[config.mk]
export PLATFORM = sky130hd
export DESIGN_NAME = hbs_ram
export DESIGN_NICKNAME = d
export VERILOG_FILES = /design/src/sv/hbs_ram.sv
export SDC_FILE = /design/constraint.sdc
export NUM_CORES = 1
export LEC_CHECK = 0
export BUFFER_PORTS_ARGS = -buffer_cell sky130_fd_sc_hd__clkbuf_2
export CORE_MARGIN = 10
export CORE_UTILIZATION = 25
export DETAILED_ROUTE_END_ITERATION = 7
export GPL_TIMING_DRIVEN = 0
export PLACE_DENSITY = 0.4
export SLEW_MARGIN = 0
export SYNTH_ARGS = -nofsm -noshare
export SYNTH_HDL_FRONTEND = slang
export SYNTH_SLANG_ARGS = --single-unit
[constraint.sdc]
create_clock -name clock -period 2 [get_ports clock]
set_input_delay 0.3 -clock clock [delete_from_list [all_inputs] [get_ports clock]]
set_output_delay 0.3 -clock clock [all_outputs]
set_load 0.02 [all_outputs]
[src/sv/hbs_ram.sv]
module hbs_ram #(
   parameter int unsigned WIDTH = 8,
   parameter int unsigned DEPTH = 16
) (
   input  logic                     clock,
   input  logic                     wr_en,
   input  logic [$clog2(DEPTH)-1:0] wr_addr,
   input  logic [WIDTH-1:0]         wr_data,
   input  logic                     rd_en,
   input  logic [$clog2(DEPTH)-1:0] rd_addr,
   output logic [WIDTH-1:0]         rd_data
);

   logic [WIDTH-1:0] mem_ff [DEPTH];
   logic [WIDTH-1:0] rd_data_ff;

   // one write port, one registered read port
   always_ff @(posedge clock) begin
      if (wr_en) begin
         mem_ff[wr_addr] <= wr_data;
      end
      if (rd_en) begin
         rd_data_ff <= mem_ff[rd_addr];
      end
   end

   assign rd_data = rd_data_ff;

endmodule

==> metrics.txt <==
status finished clean; clock buffer count from CTS 17; Slew headroom 0.415; Syn Inst Count 229; Clock Path Buffers 2; DRC violations left 0; pwr/cell area 983 nW/um^2; IO Port Bufs 25; classification of the worst setup path register to register; clock latency on the worst-skew pair 0.41 ns; initial antenna violation count 0; Mapped Nets 248; Sw Share 0.203; All-Layer GR Usage 0.0915; GP Congestion 0.754; most frequent cells in the layout edfxtp_1 (136), clkbuf_2 (25), mux4_2 (18), clkbuf_16 (17), a22oi_1 (16); sequential area share after synthesis 0.781; share of layout cells above drive strength 1 0.268; Non-Filler Instances 554; max cap viols 0; Worst Hold Path EP rd_data[6]; Die Ht 165 um; Seq pwr share 0.531; register area 4080 sq um; first-pass GRT wire length 17.1 mm; crit-path cells mux4_2 > a22oi_1 > nand2_1; count of state elements after synthesis 136; Worst Hold Class input port to register; cell family with the largest share of critical-path delay multiplexers; max incr delay on CP 0.47 ns; clock transition at the registers of the reported paths 0.05 ns; Yosys cell types 18; Final Setup Violations 0; Max Fclk 596 MHz; Critical Path End Type register; worst r2r src mem_ff[3][7]; Fin. Hold Viols 0; largest net degree at the start of global routing 17; Setup WS post-layout 0.323 ns; post-synthesis cell area 5230 sq um; hold path start rd_en; Final Cycle Share 0.838; crit path max fanout 1; worst reg2reg path depth 3; synth warn 0; logic gate share of total power 0.054; drt wl/cell 20.9 um; RSZ-0062 raised after global routing false; # Post-CTS Setup Buffers 0; hold_buf cts 0; DP Cell Count 525; number of global-route vias before repair 2,548; Worst Max-Slew Pin Slew 0.875 ns; hold path depth 1; CP Launch Type register; Leak 2.00 nW; WHS 0.235 ns; clock share of power 0.415; TritonCTS clock tree yes; pre-CTS WS -0.0869 ns; Starting Density 0.256; gr ovfl total 0; dpl hpwl 7.65 mm; IO Pins 27; setup TNS 0 ns; Multi-input gate area 1070 sq um; total die area 27,100 sq um; diodes inserted 0; root buffer cell clkbuf_16; TritonRoute pass-1 iters 4; post-layout minimum cycle time 1.68 ns; CP bufs+invs 0; most common cell after layout, fill and taps aside edfxtp_1; drt total wl 11.6 mm; critical path's slowest cell mux4_2; Psw 1.23 mW; R2R setup slack 0.32 ns; Area growth, synth to finish 18.3%; synthesized area per cell 22.8 sq um; VDD IR-drop max 0.542 mV; internal power 4.85 mW; htree depth 4; DIE WIDTH 165 um; CP arrival 1.81 ns; nets 293; core box area 20,400 sq um; Fillers 2,001; clock tree sinks 136; Worst Skew 0.00355 ns; Required @ worst endpoint 2.14 ns; Slew Limit Fails 0; first-iteration detailed-routing DRC count 177; Site Rows 52; Vias per Instance 4.28; Antenna Nets Post-Route 0; vias 2,370; # resized after CTS 0; reg2reg end rd_data[7]
[routing by layer]
layer	GRT usage	vias up	routed length, um
met2	0.143	41	5650
met3	0.0266	9	519
met4	0.0399	0	98
li1	-	1071	-
met5	0	-	0
met1	0.116	1249	5320
[how the worst max path moves through the flow]
stage | from | end | slack [ns] | cells past startpoint
floorplan | wr_addr[2] | mem_ff[0][0] | 0.21 | 2
global placement | wr_addr[2] | mem_ff[0][2] | -0.62 | 3
detailed placement | wr_addr[2] | mem_ff[1][2] | -0.09 | 3
CTS | mem_ff[1][0] | rd_data[0] | 0.32 | 3
global route | mem_ff[0][0] | rd_data[0] | 0.21 | 3
finish | mem_ff[3][7] | rd_data[7] | 0.32 | 3
[stage by stage]
stage	power (mW)	area [sq um]	utilization
2_1_floorplan	3.46	5230	-
3_3_place_gp	3.62	5690	0.279
3_5_place_dp	3.63	5710	0.280
4_1_cts	6.18	6180	0.303
5_1_grt	6.33	6180	0.303
6_report	6.08	6180	0.303
[power by group through the flow]
stage               logic, mW  clock network (mW)  registers, mW
floorplan               0.162                   0           3.30
global placement        0.338                   0           3.28
detailed placement      0.341                   0           3.29
CTS                     0.342                2.61           3.23
global route            0.362                2.73           3.23
finish                  0.330                2.52           3.23
[synth_stat cells]
master / number / area share
a22oi_1: 16 / 0.023
and2_1: 1 / 0.0012
and2b_1: 1 / 0.0014
buf_2: 3 / 0.0029
buf_4: 1 / 0.0014
buf_6: 3 / 0.0065
clkdlybuf4s25_2: 3 / 0.0057
edfxtp_1: 136 / 0.78
mux4_1: 14 / 0.070
mux4_2: 18 / 0.078
nand2_1: 9 / 0.0065
nand2b_1: 2 / 0.0024
nand3_1: 1 / 0.00096
nand3b_1: 2 / 0.0029
nor2_1: 13 / 0.0093
nor2b_1: 1 / 0.0012
nor3_1: 4 / 0.0038
or3b_2: 1 / 0.0017
[flip-flops by register name, summed over array words and instances, names as in the netlist]
name     cells
rd_data      8
mem_ff     128
[logic make-up after synthesis]
logic type | count (synthesis) | synth area share
mux | 32 | 0.148
compound gates | 16 | 0.0230
flops | 136 | 0.781
buf+inv | 10 | 0.0165
simple gates | 35 | 0.0314
[final cells by class]
| cell class | instances | share of cell area |
|---|---|---|
| clock inverter | 11 | 0.00688 |
| multi-input combinational | 83 | 0.173 |
| buffer | 10 | 0.0140 |
| timing repair buffer | 26 | 0.0210 |
| sequential | 136 | 0.661 |
| clock buffer | 18 | 0.0694 |
| tap | 270 | 0.0546 |
No activity file was read; power rests on OpenSTA's default activity.
