### config.mk
export PLATFORM = sky130hd
export DESIGN_NAME = hbs_tracker
export DESIGN_NICKNAME = d
export VERILOG_FILES = /design/src/sv/hbs_pkg.sv /design/src/sv/hbs_tracker.sv
export SDC_FILE = /design/constraint.sdc
export NUM_CORES = 1
export LEC_CHECK = 0
export ABC_AREA = 1
export BUFFER_PORTS_ARGS = -buffer_cell sky130_fd_sc_hd__buf_4
export CAP_MARGIN = 20
export CELL_PAD_IN_SITES_DETAIL_PLACEMENT = 1
export CELL_PAD_IN_SITES_GLOBAL_PLACEMENT = 2
export CORE_UTILIZATION = 30
export CTS_CLUSTER_DIAMETER = 60
export CTS_CLUSTER_SIZE = 16
export DETAILED_ROUTE_END_ITERATION = 16
export GPL_ROUTABILITY_DRIVEN = 0
export PLACE_DENSITY = 0.94
export SLEW_MARGIN = 10
export SYNTH_ARGS = -nofsm -noshare
export SYNTH_HDL_FRONTEND = slang
export SYNTH_SLANG_ARGS = --single-unit
### constraint.sdc
create_clock -name clock -period 3.12 [get_ports clock]
set_input_delay 0.624 -clock clock [delete_from_list [all_inputs] [get_ports clock]]
set_output_delay 0.624 -clock clock [all_outputs]
set_load 0.1 [all_outputs]
### src/sv/hbs_pkg.sv
package hbs_pkg;

   // register indexes of the configuration port
   localparam int unsigned CSR_INDEX_W = 2;
   localparam logic [CSR_INDEX_W-1:0] CSR_FRAME_WIDTH  = 2'd0;
   localparam logic [CSR_INDEX_W-1:0] CSR_FRAME_HEIGHT = 2'd1;

   localparam int unsigned CSR_DATA_W = 16;
   localparam int unsigned FWIDTH_W   = 11;
   localparam int unsigned FHEIGHT_W  = 16;
   localparam int unsigned ROW_W      = FHEIGHT_W + 1;

   localparam logic [FWIDTH_W-1:0]  FWIDTH_RESET  = 11'd1024;
   localparam logic [FHEIGHT_W-1:0] FHEIGHT_RESET = 16'd1024;

   localparam int unsigned DEF_MAX_WIDTH = 1024;

   // fixed point widths through the two passes
   localparam int unsigned HV_W = 24;
   localparam int unsigned T1_W = 26;
   localparam int unsigned P1_W = 28;
   localparam int unsigned T2_W = 30;
   localparam int unsigned P2_W = 32;

endpackage

### src/sv/hbs_tracker.sv
module hbs_tracker #(
   parameter int unsigned MAX_WIDTH = hbs_pkg::DEF_MAX_WIDTH
) (
   input  logic                               clock,
   input  logic                               reset,
   input  logic                               restart,
   input  logic                               step,
   input  logic [$clog2(MAX_WIDTH)-1:0]       width_last,
   input  logic [$clog2(MAX_WIDTH+1):0]       start_gap,
   output logic                               active,
   output logic [hbs_pkg::ROW_W-1:0]          row,
   output logic [$clog2(MAX_WIDTH)-1:0]       col,
   output logic [$clog2(MAX_WIDTH)-1:0]       col_next
);

   import hbs_pkg::*;

   localparam int unsigned CW = $clog2(MAX_WIDTH);
   localparam int unsigned GW = $clog2(MAX_WIDTH + 1) + 1;

   logic          act_ff, act_in;
   logic [ROW_W-1:0] row_ff, row_in;
   logic [CW-1:0] col_ff, col_in;
   logic [GW-1:0] cnt_ff, cnt_in;

   // startup count, then raster position of the tap
   always_comb begin
      act_in = act_ff;
      row_in = row_ff;
      col_in = col_ff;
      cnt_in = cnt_ff;
      if (restart) begin
         act_in = 1'b0;
         row_in = '0;
         col_in = '0;
         cnt_in = '0;
      end else if (step) begin
         if (act_ff) begin
            if (col_ff == width_last) begin
               col_in = '0;
               row_in = row_ff + ROW_W'(1);
            end else begin
               col_in = col_ff + CW'(1);
            end
         end else if (cnt_ff == start_gap) begin
            act_in = 1'b1;
         end else begin
            cnt_in = cnt_ff + GW'(1);
         end
      end
   end

   always_ff @(posedge clock) begin
      if (reset) begin
         act_ff <= 1'b0;
         row_ff <= '0;
         col_ff <= '0;
         cnt_ff <= '0;
      end else begin
         act_ff <= act_in;
         row_ff <= row_in;
         col_ff <= col_in;
         cnt_ff <= cnt_in;
      end
   end

   assign active   = act_ff;
   assign row      = row_ff;
   assign col      = col_ff;
   assign col_next = col_in;

endmodule

==> key figures, run 1 <==
Status
  • Outcome: finished, final reports clean

Clock network
  • CTS resizes: 0
  • Post-CTS Setup Inserts: 0
  • Clk slew on worst S/H paths: 0.08 ns
  • Clock sinks: 40
  • Worst skew pair latency: 0.30 ns
  • Hold_buf cts: 0
  • CTS buffer count: 5
  • CTS Root Buffer Type: clkbuf_8
  • H-tree depth: 2
  • Max Buffers Root-to-Sink: 2
  • CTS tree: yes

Worst setup path
  • Data required time of the critical path: 2.50 ns
  • Crit start category: flip-flop
  • CP Class: flip-flop to output pin
  • Crit end category: output pin
  • Critical Path AT: 2.24 ns
  • Slowest stage cell on the critical path: dfxtp_2
  • Worst path most repeated cell: nand3_1
  • Ordered cell list for the critical path: ha_1, nand2_1, nor3_1, nand3_1, o21bai_1, nand3_1, inv_1, buf_4
  • Crit-path max cell delay: 0.40 ns
  • Critical path peak fanout: 5

Drt
  • Initial drt markers: 44
  • WL/cell: 13.1 µm
  • Vias per inst: 4.84
  • Routed wire length: 8260 µm
  • 1st-pass router iterations: 4
  • DRC violations left: 0
  • Vias: 3059
  • Final ANT Viol Nets: 0

Synthesis
  • Post-Synthesis Cell Area: 2830 µm²
  • Syn Inst Count: 460
  • Synth Net Count: 489
  • Post-synth top area share: 28.3%
  • #FFs+latches synth: 40
  • Synth Warn #: 0
  • Top post-synthesis cells by area: dfxtp_1 28%, nand2_1 20%, inv_1 7.4%
  • Cell taking the most area after synthesis: dfxtp_1
  • Seq/Total Area, Yosys: 28.3%
  • Mapped Avg Cell Area: 6.14 µm²
  • Unique masters post-synth: 26

Timing
  • Headroom to the max-slew limit: 65.5%
  • Setup TNS Final: 0 ns
  • RSZ-0062 raised after global routing: false
  • Setup Skew: 0.00666 ns
  • # setup viols final: 0
  • Slew @ Worst Pin: 0.516 ns
  • Fmax: 349 MHz
  • Final Max Tran Viols: 0
  • Crit share post-route: 91.7%
  • Final min period: 2.86 ns
  • Final Hold Violating Endpoints: 0

Global routing
  • GRT Total Usage: 17.5%
  • Initial antenna violation count: 0
  • First-pass GRT wire length: 14100 µm
  • Largest net degree at the start of global routing: 27
  • Vias in the first global route: 3061
  • Total gr overflow: 0

Placement
  • I/O Buffers: 63
  • Post-DP HPWL: 6460 µm

Pwr
  • LEAKAGE: 0.00156 µW
  • Worst ir drop on vdd: 0.143 mV
  • Power Density: 267 nW/µm²

Floorplanning
  • Row count: 35
  • Die Y: 99.0 µm
  • Boundary pin count: 64
  • Initial Utilization: 30.7%
  • DIE AREA: 9810 µm²
  • Core box area: 9200 µm²
  • Chip width: 99.0 µm

Hold path
  • Worst hold path type: flip-flop to flip-flop

Finish
  • Multi-input gate area: 1710 µm²
  • NumNets Final: 550
  • Final core area utilization: 37.9%
  • Ratio of cells with drive above 1 in the final layout: 22.3%
  • Fill cells: 1253
  • Area growth from synthesis to final layout: 23.5%
  • ANT cells: 0
  • Sequential Area: 806 µm²

Run
  • Max Cap Viol: 0
==> power breakdown <==
part           leakage (µW)  internal, µW  switching [µW]
clock             0.0000410           152             187
sequential         0.000324           511            1.37
combinational       0.00119          34.9            43.1
==> synth_stat cells <==
cell,n
a21oi_1,23
nand3b_1,1
o21bai_1,1
inv_1,56
nor2_1,55
a21oi_2,10
xor2_1,16
ha_1,3
nand3_1,37
clkbuf_1,6
o21ai_0,6
nor2_8,1
nand4_1,9
buf_2,4
nor2_2,1
buf_4,1
nand2_4,1
nor3_1,5
buf_6,2
nand2_1,151
buf_8,1
inv_2,9
xnor2_1,7
dfxtp_1,40
nand2_2,3
nand3_2,11
==> cells by family after synthesis <==
kind of cell,Yosys count,share of synthesized area (%)
flops,40,28.3
simple gates,275,43.0
buf+inv,79,11.7
xor+xnor,23,7.13
compound gates,40,8.50
fa+ha+maj,3,1.33
==> per-layer routing <==
layer | up-vias | wire [µm] | track usage [%]
met5 | - | 0 | 0
met4 | 0 | 63 | 3.67
met3 | 10 | 294 | 2.70
met2 | 47 | 4110 | 31.8
met1 | 1455 | 3800 | 21.8
li1 | 1547 | - | -
==> cell usage in the layout, fill, tap and decap left out, types with 3 or more instances in the layout <==
cell type / Yosys / layout
a21oi_1: 23 / 22
a21oi_2: 10 / 10
buf_4: 1 / 68
clkbuf_8: 0 / 5
dfxtp_1: 40 / 36
dfxtp_2: 0 / 4
ha_1: 3 / 3
inv_1: 56 / 56
inv_2: 9 / 9
nand2_1: 151 / 151
nand2_2: 3 / 3
nand3_1: 37 / 37
nand3_2: 11 / 11
nand4_1: 9 / 9
nor2_1: 55 / 54
nor3_1: 5 / 5
o21ai_0: 6 / 6
xnor2_1: 7 / 7
xor2_1: 16 / 16
==> flip-flops by register name, indices dropped and copies added (netlist names) <==
signal / flops
col: 10
cnt_ff: 12
row: 17
active: 1
==> cell type report <==
type,count,share of cell area (%)
Multi-Input combinational cell,341,49.1
Sequential cell,40,23.1
Timing Repair Buffer,68,14.6
Inverter,65,6.99
Tap cell,111,3.98
Clock buffer,6,2.08
Clock inverter,1,0.143
==> worst max-delay path: cells and delay by family (launching register included) <==
family,cells,cell delay [ns]
compound gates,1,0.18
buf+inv,2,0.36
flops,1,0.40
fa+ha+maj,1,0.20
simple gates,4,0.80
==> worst paths after layout <==
check | from | slack (ns) | cells past startpoint | end
max | col[0]$_SDFF_PP0_ | 0.26 | 8 | col_next[8]
min | row[16]$_SDFFE_PP0P_ | 0.50 | 2 | row[16]$_SDFFE_PP0P_
max reg2reg | cnt_ff[2]$_SDFFE_PP0P_ | 1.33 | 9 | cnt_ff[1]$_SDFFE_PP0P_
min reg2reg | row[16]$_SDFFE_PP0P_ | 0.50 | 2 | row[16]$_SDFFE_PP0P_
==> per-stage QoR <==
step	cells	instance area, µm²	setup WS (ns)	hold WS, ns	power, µW
after floorplan	460	2850	0.00863	0.466	564
after global placement	625	3410	0.457	0.483	601
after detailed placement	625	3410	0.359	0.494	604
after CTS	632	3490	0.250	0.506	943
after global routing	632	3490	0.0402	0.524	967
final	632	3490	0.258	0.498	930
No activity file was read; power rests on OpenSTA's default activity.
==> run 2: changes to the inputs <==
CORE_UTILIZATION = 25   (was 30)
PLACE_DENSITY = 0.78   (was 0.94)
clock period = 2.37 ns   (was 3.12 ns; I/O delays follow)
==> run 2 against run 1 <==
Via count unchanged. Critical endpoint is now col_next[9]. Global-route usage decreased by 2.0 points. Utilization decreased by 3.1 points. First-iteration DRC count increased by 140%. Cell area increased by 9.0%. Hold slack got worse by 0.043 ns. Largest power group is now the clock network. Critical path type unchanged. Sequential share of layout area decreased by 0.96 points. Total power increased by 55%. Flip-flop and latch count unchanged. Worst setup slack got worse by 0.17 ns.
==> key figures, run 2 (synthesized netlist as in run 1, its figures left out) <==
Timing
  • Slew @ Worst Pin: 0.422 ns (was 0.516 ns)
  • RSZ-0062 raised after global routing: true (was false)
  • Final Hold Violating Endpoints: 0 (unchanged)
  • Setup Skew: 0.00483 ns (was 0.00666 ns)
  • Final WS setup: 0.0910 ns (was 0.258 ns)
  • Hold Slack: 0.455 ns (was 0.498 ns)
  • # setup viols final: 0 (unchanged)
  • Crit share post-route: 96.2%
  • Final min period: 2.28 ns
  • Headroom to the max-slew limit: 71.8% (was 65.5%)
  • Fmax: 439 MHz
  • Final Max Tran Viols: 0 (unchanged)

Global routing
  • Vias in the first global route: 3053 (was 3061)
  • Met2 usage: 27.8% (was 31.8%)
  • Total gr overflow: 0 (unchanged)
  • Largest net degree at the start of global routing: 26 (was 27)
  • Met3 Track Usage GR: 2.23% (was 2.70%)
  • GRT Total Usage: 15.5% (was 17.5%)
  • First-pass GRT wire length: 14400 µm (was 14100 µm)
  • Met1 GRT Util: 19.8% (was 21.8%)
  • Initial antenna violation count: 0 (unchanged)
  • GR peak layer: met2 (unchanged)

Finish
  • Largest register FFs: 17 (unchanged)
  • NumNets Final: 556 (was 550)
  • Sequential Area: 842 µm² (was 806 µm²)
  • Cell area after layout: 3800 µm² (was 3490 µm²)
  • Commonest non-fill, non-tap cell in the layout: nand2_1 (unchanged)
  • ANT cells: 0 (unchanged)
  • Area growth from synthesis to final layout: 34.6% (was 23.5%)
  • Multi-input gate area: 1780 µm² (was 1710 µm²)
  • Commonest non-fill, non-tap cells in the layout: 148 x nand2_1, 67 x buf_4, 52 x nor2_1, 52 x inv_1, 34 x nand3_1 (was 151 x nand2_1, 68 x buf_4, 56 x inv_1)
  • Ratio of cells with drive above 1 in the final layout: 27.3% (was 22.3%)
  • Final core area utilization: 34.8% (was 37.9%)
  • Fill cells: 1413 (was 1253)

Worst setup path
  • Worst r2r dst: row[16]$_SDFFE_PP0P_ (was cnt_ff[1]$_SDFFE_PP0P_)
  • Crit start category: flip-flop (unchanged)
  • R2R depth: 9 (unchanged)
  • Data required time of the critical path: 1.90 ns (was 2.50 ns)
  • Crit end category: output pin (unchanged)
  • R2R setup slack: 0.67 ns (was 1.33 ns)
  • CP Class: flip-flop to output pin (unchanged)
  • Critical path peak fanout: 5 (unchanged)
  • Worst r2r src: row[0]$_SDFFE_PP0P_ (was cnt_ff[2]$_SDFFE_PP0P_)
  • Critical Path AT: 1.81 ns (was 2.24 ns)

Clock network
  • H-tree depth: 2 (unchanged)
  • Max Buffers Root-to-Sink: 2 (unchanged)
  • Worst skew pair latency: 0.28 ns (was 0.30 ns)
  • CTS Root Buffer Type: clkbuf_16 (was clkbuf_8)
  • Post-CTS Setup Inserts: 0 (unchanged)
  • Clock sinks: 40 (unchanged)
  • Hold_buf cts: 0 (unchanged)
  • Clk slew on worst S/H paths: 0.06 ns (was 0.08 ns)
  • CTS buffer count: 5 (unchanged)
  • CTS tree: yes (unchanged)

Hold path
  • Worst hold path type: primary input to flip-flop (was flip-flop to flip-flop)
  • Hold path cells: 2 (unchanged)
  • Hold Startpoint: reset (was row[16]$_SDFFE_PP0P_)
  • Worst Hold Path EP: col[3]$_SDFF_PP0_ (was row[16]$_SDFFE_PP0P_)

Floorplanning
  • Die Y: 108 µm (was 99.0 µm)
  • Core box area: 10900 µm² (was 9200 µm²)
  • Initial Utilization: 25.8% (was 30.7%)
  • Chip width: 108 µm (was 99.0 µm)
  • Row count: 38 (was 35)
  • DIE AREA: 11700 µm² (was 9810 µm²)
  • Boundary pin count: 64 (unchanged)

Drt
  • Routed wire length: 8730 µm (was 8260 µm)
  • DRC violations left: 0 (unchanged)
  • Vias per inst: 4.58 (was 4.84)
  • Vias: 3059 (unchanged)
  • Initial drt markers: 107 (was 44)
  • 1st-pass router iterations: 4 (unchanged)
  • Final ANT Viol Nets: 0 (unchanged)
  • WL/cell: 13.1 µm (about the same)

Placement
  • Placed cell areas: 3560 µm² (was 3410 µm²)
  • I/O Buffers: 63 (unchanged)
  • Post-Place Worst Slack: 0.0908 ns (was 0.359 ns)
  • Post-DP HPWL: 6700 µm (was 6460 µm)

Pwr
  • Sw Share: 23.6% (was 24.9%)
  • Clock share of power: 46.4% (was 36.5%)
  • Int Power: 1100 µW (was 698 µW)
  • LEAKAGE: 0.00160 µW (was 0.00156 µW)
  • Power Density: 378 nW/µm² (was 267 nW/µm²)
  • Net Sw Power: 339 µW (was 232 µW)
  • Combinational Power Share: 7.5% (was 8.4%)
  • Worst ir drop on vdd: 0.222 mV (was 0.143 mV)
  • Sequential Power Share: 46.1% (was 55.1%)

Status
  • Outcome: finished, final reports clean (unchanged)

Run
  • Max Cap Viol: 0 (unchanged)
==> run 2: changes by cell type in the layout (fill, tap and decap cells not counted), sizes merged <==
cell	delta
inv	-4
buf	+6
clkbuf	+1
clkinvlp	+4
==> run 2: how the worst max path moves through the flow <==
stage / startpoint / end / slack [ns]
floorplan: col[5]$_SDFF_PP0_ / col_next[2] / 0.0007
global placement: step / col_next[7] / 0.09
detailed placement: width_last[1] / col_next[8] / 0.09
CTS: col[0]$_SDFF_PP0_ / col_next[8] / 0.002
global route: col[0]$_SDFF_PP0_ / col_next[8] / -0.03
finish: col[4]$_SDFF_PP0_ / col_next[9] / 0.09
==> run 2: through the flow <==
stage                     std cells  power, µW  TNS (ns)
after floorplan                 460        730         0
after detailed placement        660        788         0
after CTS                       668       1480         0
after global placement          660        783         0
after global routing            668       1510   -0.0332
final                           668       1440         0
==> run 2: power groups by stage <==
stage	logic [µW]	clock network [µW]	registers [µW]
floorplan	53.2	0	677
global placement	106	0	677
detailed placement	110	0	678
CTS	110	707	662
global route	122	726	662
finish	108	667	662
==> run 2: worst max-delay path: stages, from the launching register on <==
cell	delay [ns]
dfxtp_4	0.37
nand2_1	0.10
nor3_2	0.22
buf_4	0.16
nand4_1	0.08
nand2_1	0.07
nand2_1	0.10
nor2_4	0.13
buf_4	0.29
==> run 2: cell type report <==
cell class / instances / share of cell area, %
multi-input combinational: 341 / 46.8
sequential: 40 / 22.1
timing repair buffer: 74 / 16.0
inverter: 65 / 6.81
tap: 140 / 4.61
clock buffer: 7 / 3.49
clock inverter: 1 / 0.132
==> run 2: timing repair <==
| item | 4_1_cts | 5_1_grt |
|---|---|---|
| gates resized for setup | 5 | 18 |
| endpoints found under the setup margin | 2 | 9 |
| pin swaps | 0 | 4 |
==> run 2: metal layers <==
metal,share of wire (%),vias up
met4,0.63,0
li1,-,1563
met1,48,1450
met5,0,-
met3,2.4,7
met2,49,39
==> run 3: changes to the inputs <==
SETUP_SLACK_MARGIN = 0.4   (was not set)
==> run 3 against run 2 <==
Total power up 8.1%. Combinational power about the same. Critical endpoint is now col_next[0]. Routed wire length grew 7.3%. Highest routed layer unchanged. Largest power group unchanged. Clock power rose by 17%. Non-clock buffer count up 15. Sequential power is essentially flat. Clock-buffer cell count is 1 lower.
==> key figures, run 3 (synthesized netlist as in run 1, its figures left out) <==
Global routing
  • Met2 usage: 30.1% (was 27.8%)
  • Met1 GRT Util: 21.7% (was 19.8%)
  • GRT Total Usage: 16.8% (was 15.5%)
  • Largest net degree at the start of global routing: 31 (was 26)
  • Met3 Track Usage GR: 2.35% (was 2.23%)
  • GR peak layer: met2 (unchanged)
  • First-pass GRT wire length: 15600 µm (was 14400 µm)
  • Total gr overflow: 0 (unchanged)
  • Initial antenna violation count: 0 (unchanged)
  • Vias in the first global route: 3241 (was 3053)

Floorplanning
  • Row count: 38 (unchanged)
  • Core box area: 10900 µm² (unchanged)
  • Chip width: 108 µm (unchanged)
  • Boundary pin count: 64 (unchanged)
  • DIE AREA: 11700 µm² (unchanged)
  • Initial Utilization: 25.8% (unchanged)
  • Die Y: 108 µm (unchanged)

Run
  • Max Cap Viol: 0 (unchanged)

Clock network
  • CTS buffer count: 5 (unchanged)
  • Clock sinks: 40 (unchanged)
  • Clk slew on worst S/H paths: 0.06 ns (about the same)
  • CTS tree: yes (unchanged)
  • H-tree depth: 2 (unchanged)
  • Hold_buf cts: 0 (unchanged)
  • CTS Root Buffer Type: clkbuf_16 (unchanged)
  • Worst skew pair latency: 0.28 ns (about the same)
  • Max Buffers Root-to-Sink: 2 (unchanged)

Placement
  • Post-Place Worst Slack: 0.0747 ns (was 0.0908 ns)
  • Inst Count DP: 660 (unchanged)
  • Post-DP HPWL: 6650 µm (was 6700 µm)
  • I/O Buffers: 63 (unchanged)

Finish
  • Area growth from synthesis to final layout: 48.2% (was 34.6%)
  • Commonest non-fill, non-tap cell in the layout: nand2_1 (unchanged)
  • Commonest non-fill, non-tap cells in the layout: 141 x nand2_1, 75 x buf_4, 49 x nor2_1, 49 x inv_1, 31 x nand3_1 (was 148 x nand2_1, 67 x buf_4, 52 x nor2_1, 52 x inv_1, 34 x nand3_1)
  • ANT cells: 0 (unchanged)
  • Fin cells: 684 (was 668)
  • Largest register FFs: 17 (unchanged)
  • Ratio of cells with drive above 1 in the final layout: 33.8% (was 27.3%)
  • Fill cells: 1383 (was 1413)
  • NumNets Final: 572 (was 556)

Timing
  • Headroom to the max-slew limit: 69.7% (was 71.8%)
  • Crit share post-route: 98.2% (was 96.2%)
  • Final Max Tran Viols: 0 (unchanged)
  • Setup Skew: 0.00749 ns (was 0.00483 ns)
  • # setup viols final: 0 (unchanged)
  • Final min period: 2.33 ns (was 2.28 ns)
  • Fmax: 430 MHz (was 439 MHz)
  • RSZ-0062 raised after global routing: true (unchanged)
  • Final WS setup: 0.0431 ns (was 0.0910 ns)
  • Slew @ Worst Pin: 0.454 ns (was 0.422 ns)
  • Final Hold Violating Endpoints: 0 (unchanged)

Drt
  • Vias per inst: 4.57 (was 4.58)
  • DRC violations left: 0 (unchanged)
  • 1st-pass router iterations: 4 (unchanged)
  • Initial drt markers: 73 (was 107)
  • Final ANT Viol Nets: 0 (unchanged)
  • Routed wire length: 9370 µm (was 8730 µm)
  • Vias: 3127 (was 3059)
  • WL/cell: 13.7 µm (was 13.1 µm)

Hold path
  • Worst hold path type: primary input to flip-flop (unchanged)

Status
  • Outcome: finished, final reports clean (unchanged)

Pwr
  • LEAKAGE: 0.00174 µW (was 0.00160 µW)
  • Worst ir drop on vdd: 0.314 mV (was 0.222 mV)
  • Power Density: 371 nW/µm² (was 378 nW/µm²)
  • Final Power: 1550 µW (was 1440 µW)

Worst setup path
  • Crit end category: output pin (unchanged)
  • Worst path most repeated cell: nand2_1 (unchanged)
  • Slowest stage cell on the critical path: dfxtp_4 (unchanged)
  • Critical path peak fanout: 5 (unchanged)
  • CP Class: flip-flop to output pin (unchanged)
  • Data required time of the critical path: 1.90 ns (about the same)
  • Ordered cell list for the critical path: nor2_1, nor2_4, nor2_4, nand2_1, nor2_1, nand2_1, nand2_1, nand2_2, nand2_2, clkinvlp_4, buf_12 (was nand2_1, nor3_2, buf_4, nand4_1, nand2_1, nand2_1, nor2_4, buf_4)
  • Crit start category: flip-flop (unchanged)
  • Buf/Inv on CP: 2 (unchanged)
  • Critical Path AT: 1.85 ns (was 1.81 ns)
  • Crit-path leading delay family: simple AND/OR/NAND/NOR gates (unchanged)
  • Crit-path max cell delay: 0.37 ns (about the same)
==> run 3: cell count changes in the layout (fill, tap and decap cells not counted), sizes merged <==
cell      delta
buf         +15
bufinv       +1
clkbuf       -1
clkinvlp     +1
inv          -1
nand2        +1
==> run 3: per-layer routing <==
layer | vias to the layer above | share of wire (%)
li1 | 1591 | -
met1 | 1491 | 47
met2 | 38 | 50
met3 | 7 | 2.5
met4 | 0 | 0.68
met5 | - | 0
==> run 3: final timing paths <==
check                            from                    to  slack (ns)  cells past startpoint
setup / recovery    col[1]$_SDFF_PP0_           col_next[0]        0.04                     11
hold / removal                  reset     col[8]$_SDFF_PP0_        0.45                      2
setup reg to reg    col[1]$_SDFF_PP0_  row[16]$_SDFFE_PP0P_        0.54                     10
hold reg to reg   row[1]$_SDFFE_PP0P_   row[1]$_SDFFE_PP0P_        0.50                      2
==> run 3: area by class of cell <==
class                      count  area [µm²]  share of cell area, %
multi-input combinational    342        1910                   45.6
timing repair buffer          89         812                   19.4
clock buffer                   6         129                   3.08
tap                          140         175                   4.18
inverter                      65         280                   6.69
clock inverter                 2        35.0                  0.837
sequential                    40         847                   20.2
==> run 3: power by group <==
part,internal [µW],leakage [µW],switching (µW),total (µW)
sequential,660,0.000333,1.76,662
combinational,47.8,0.00133,61.8,110
clock,496,0.0000808,287,783
total,1200,0.00174,350,1550
==> run 3: per-stage QoR <==
step	TNS [ns]	hold WS (ns)	utilization (%)	area (µm²)
final	0	0.446	38.3	4190
after global routing	-0.0977	0.448	38.3	4190
after CTS	0	0.444	37.2	4060
after detailed placement	0	0.489	33.0	3610
after global placement	0	0.480	33.0	3610
after floorplan	0	0.466	-	2960
==> run 3: timing repair <==
action,in CTS,in global routing
resized for setup,47,19
cloned,1,0
endpoints found under the setup margin,10,26
pin swaps,12,15
buffers inserted,9,6
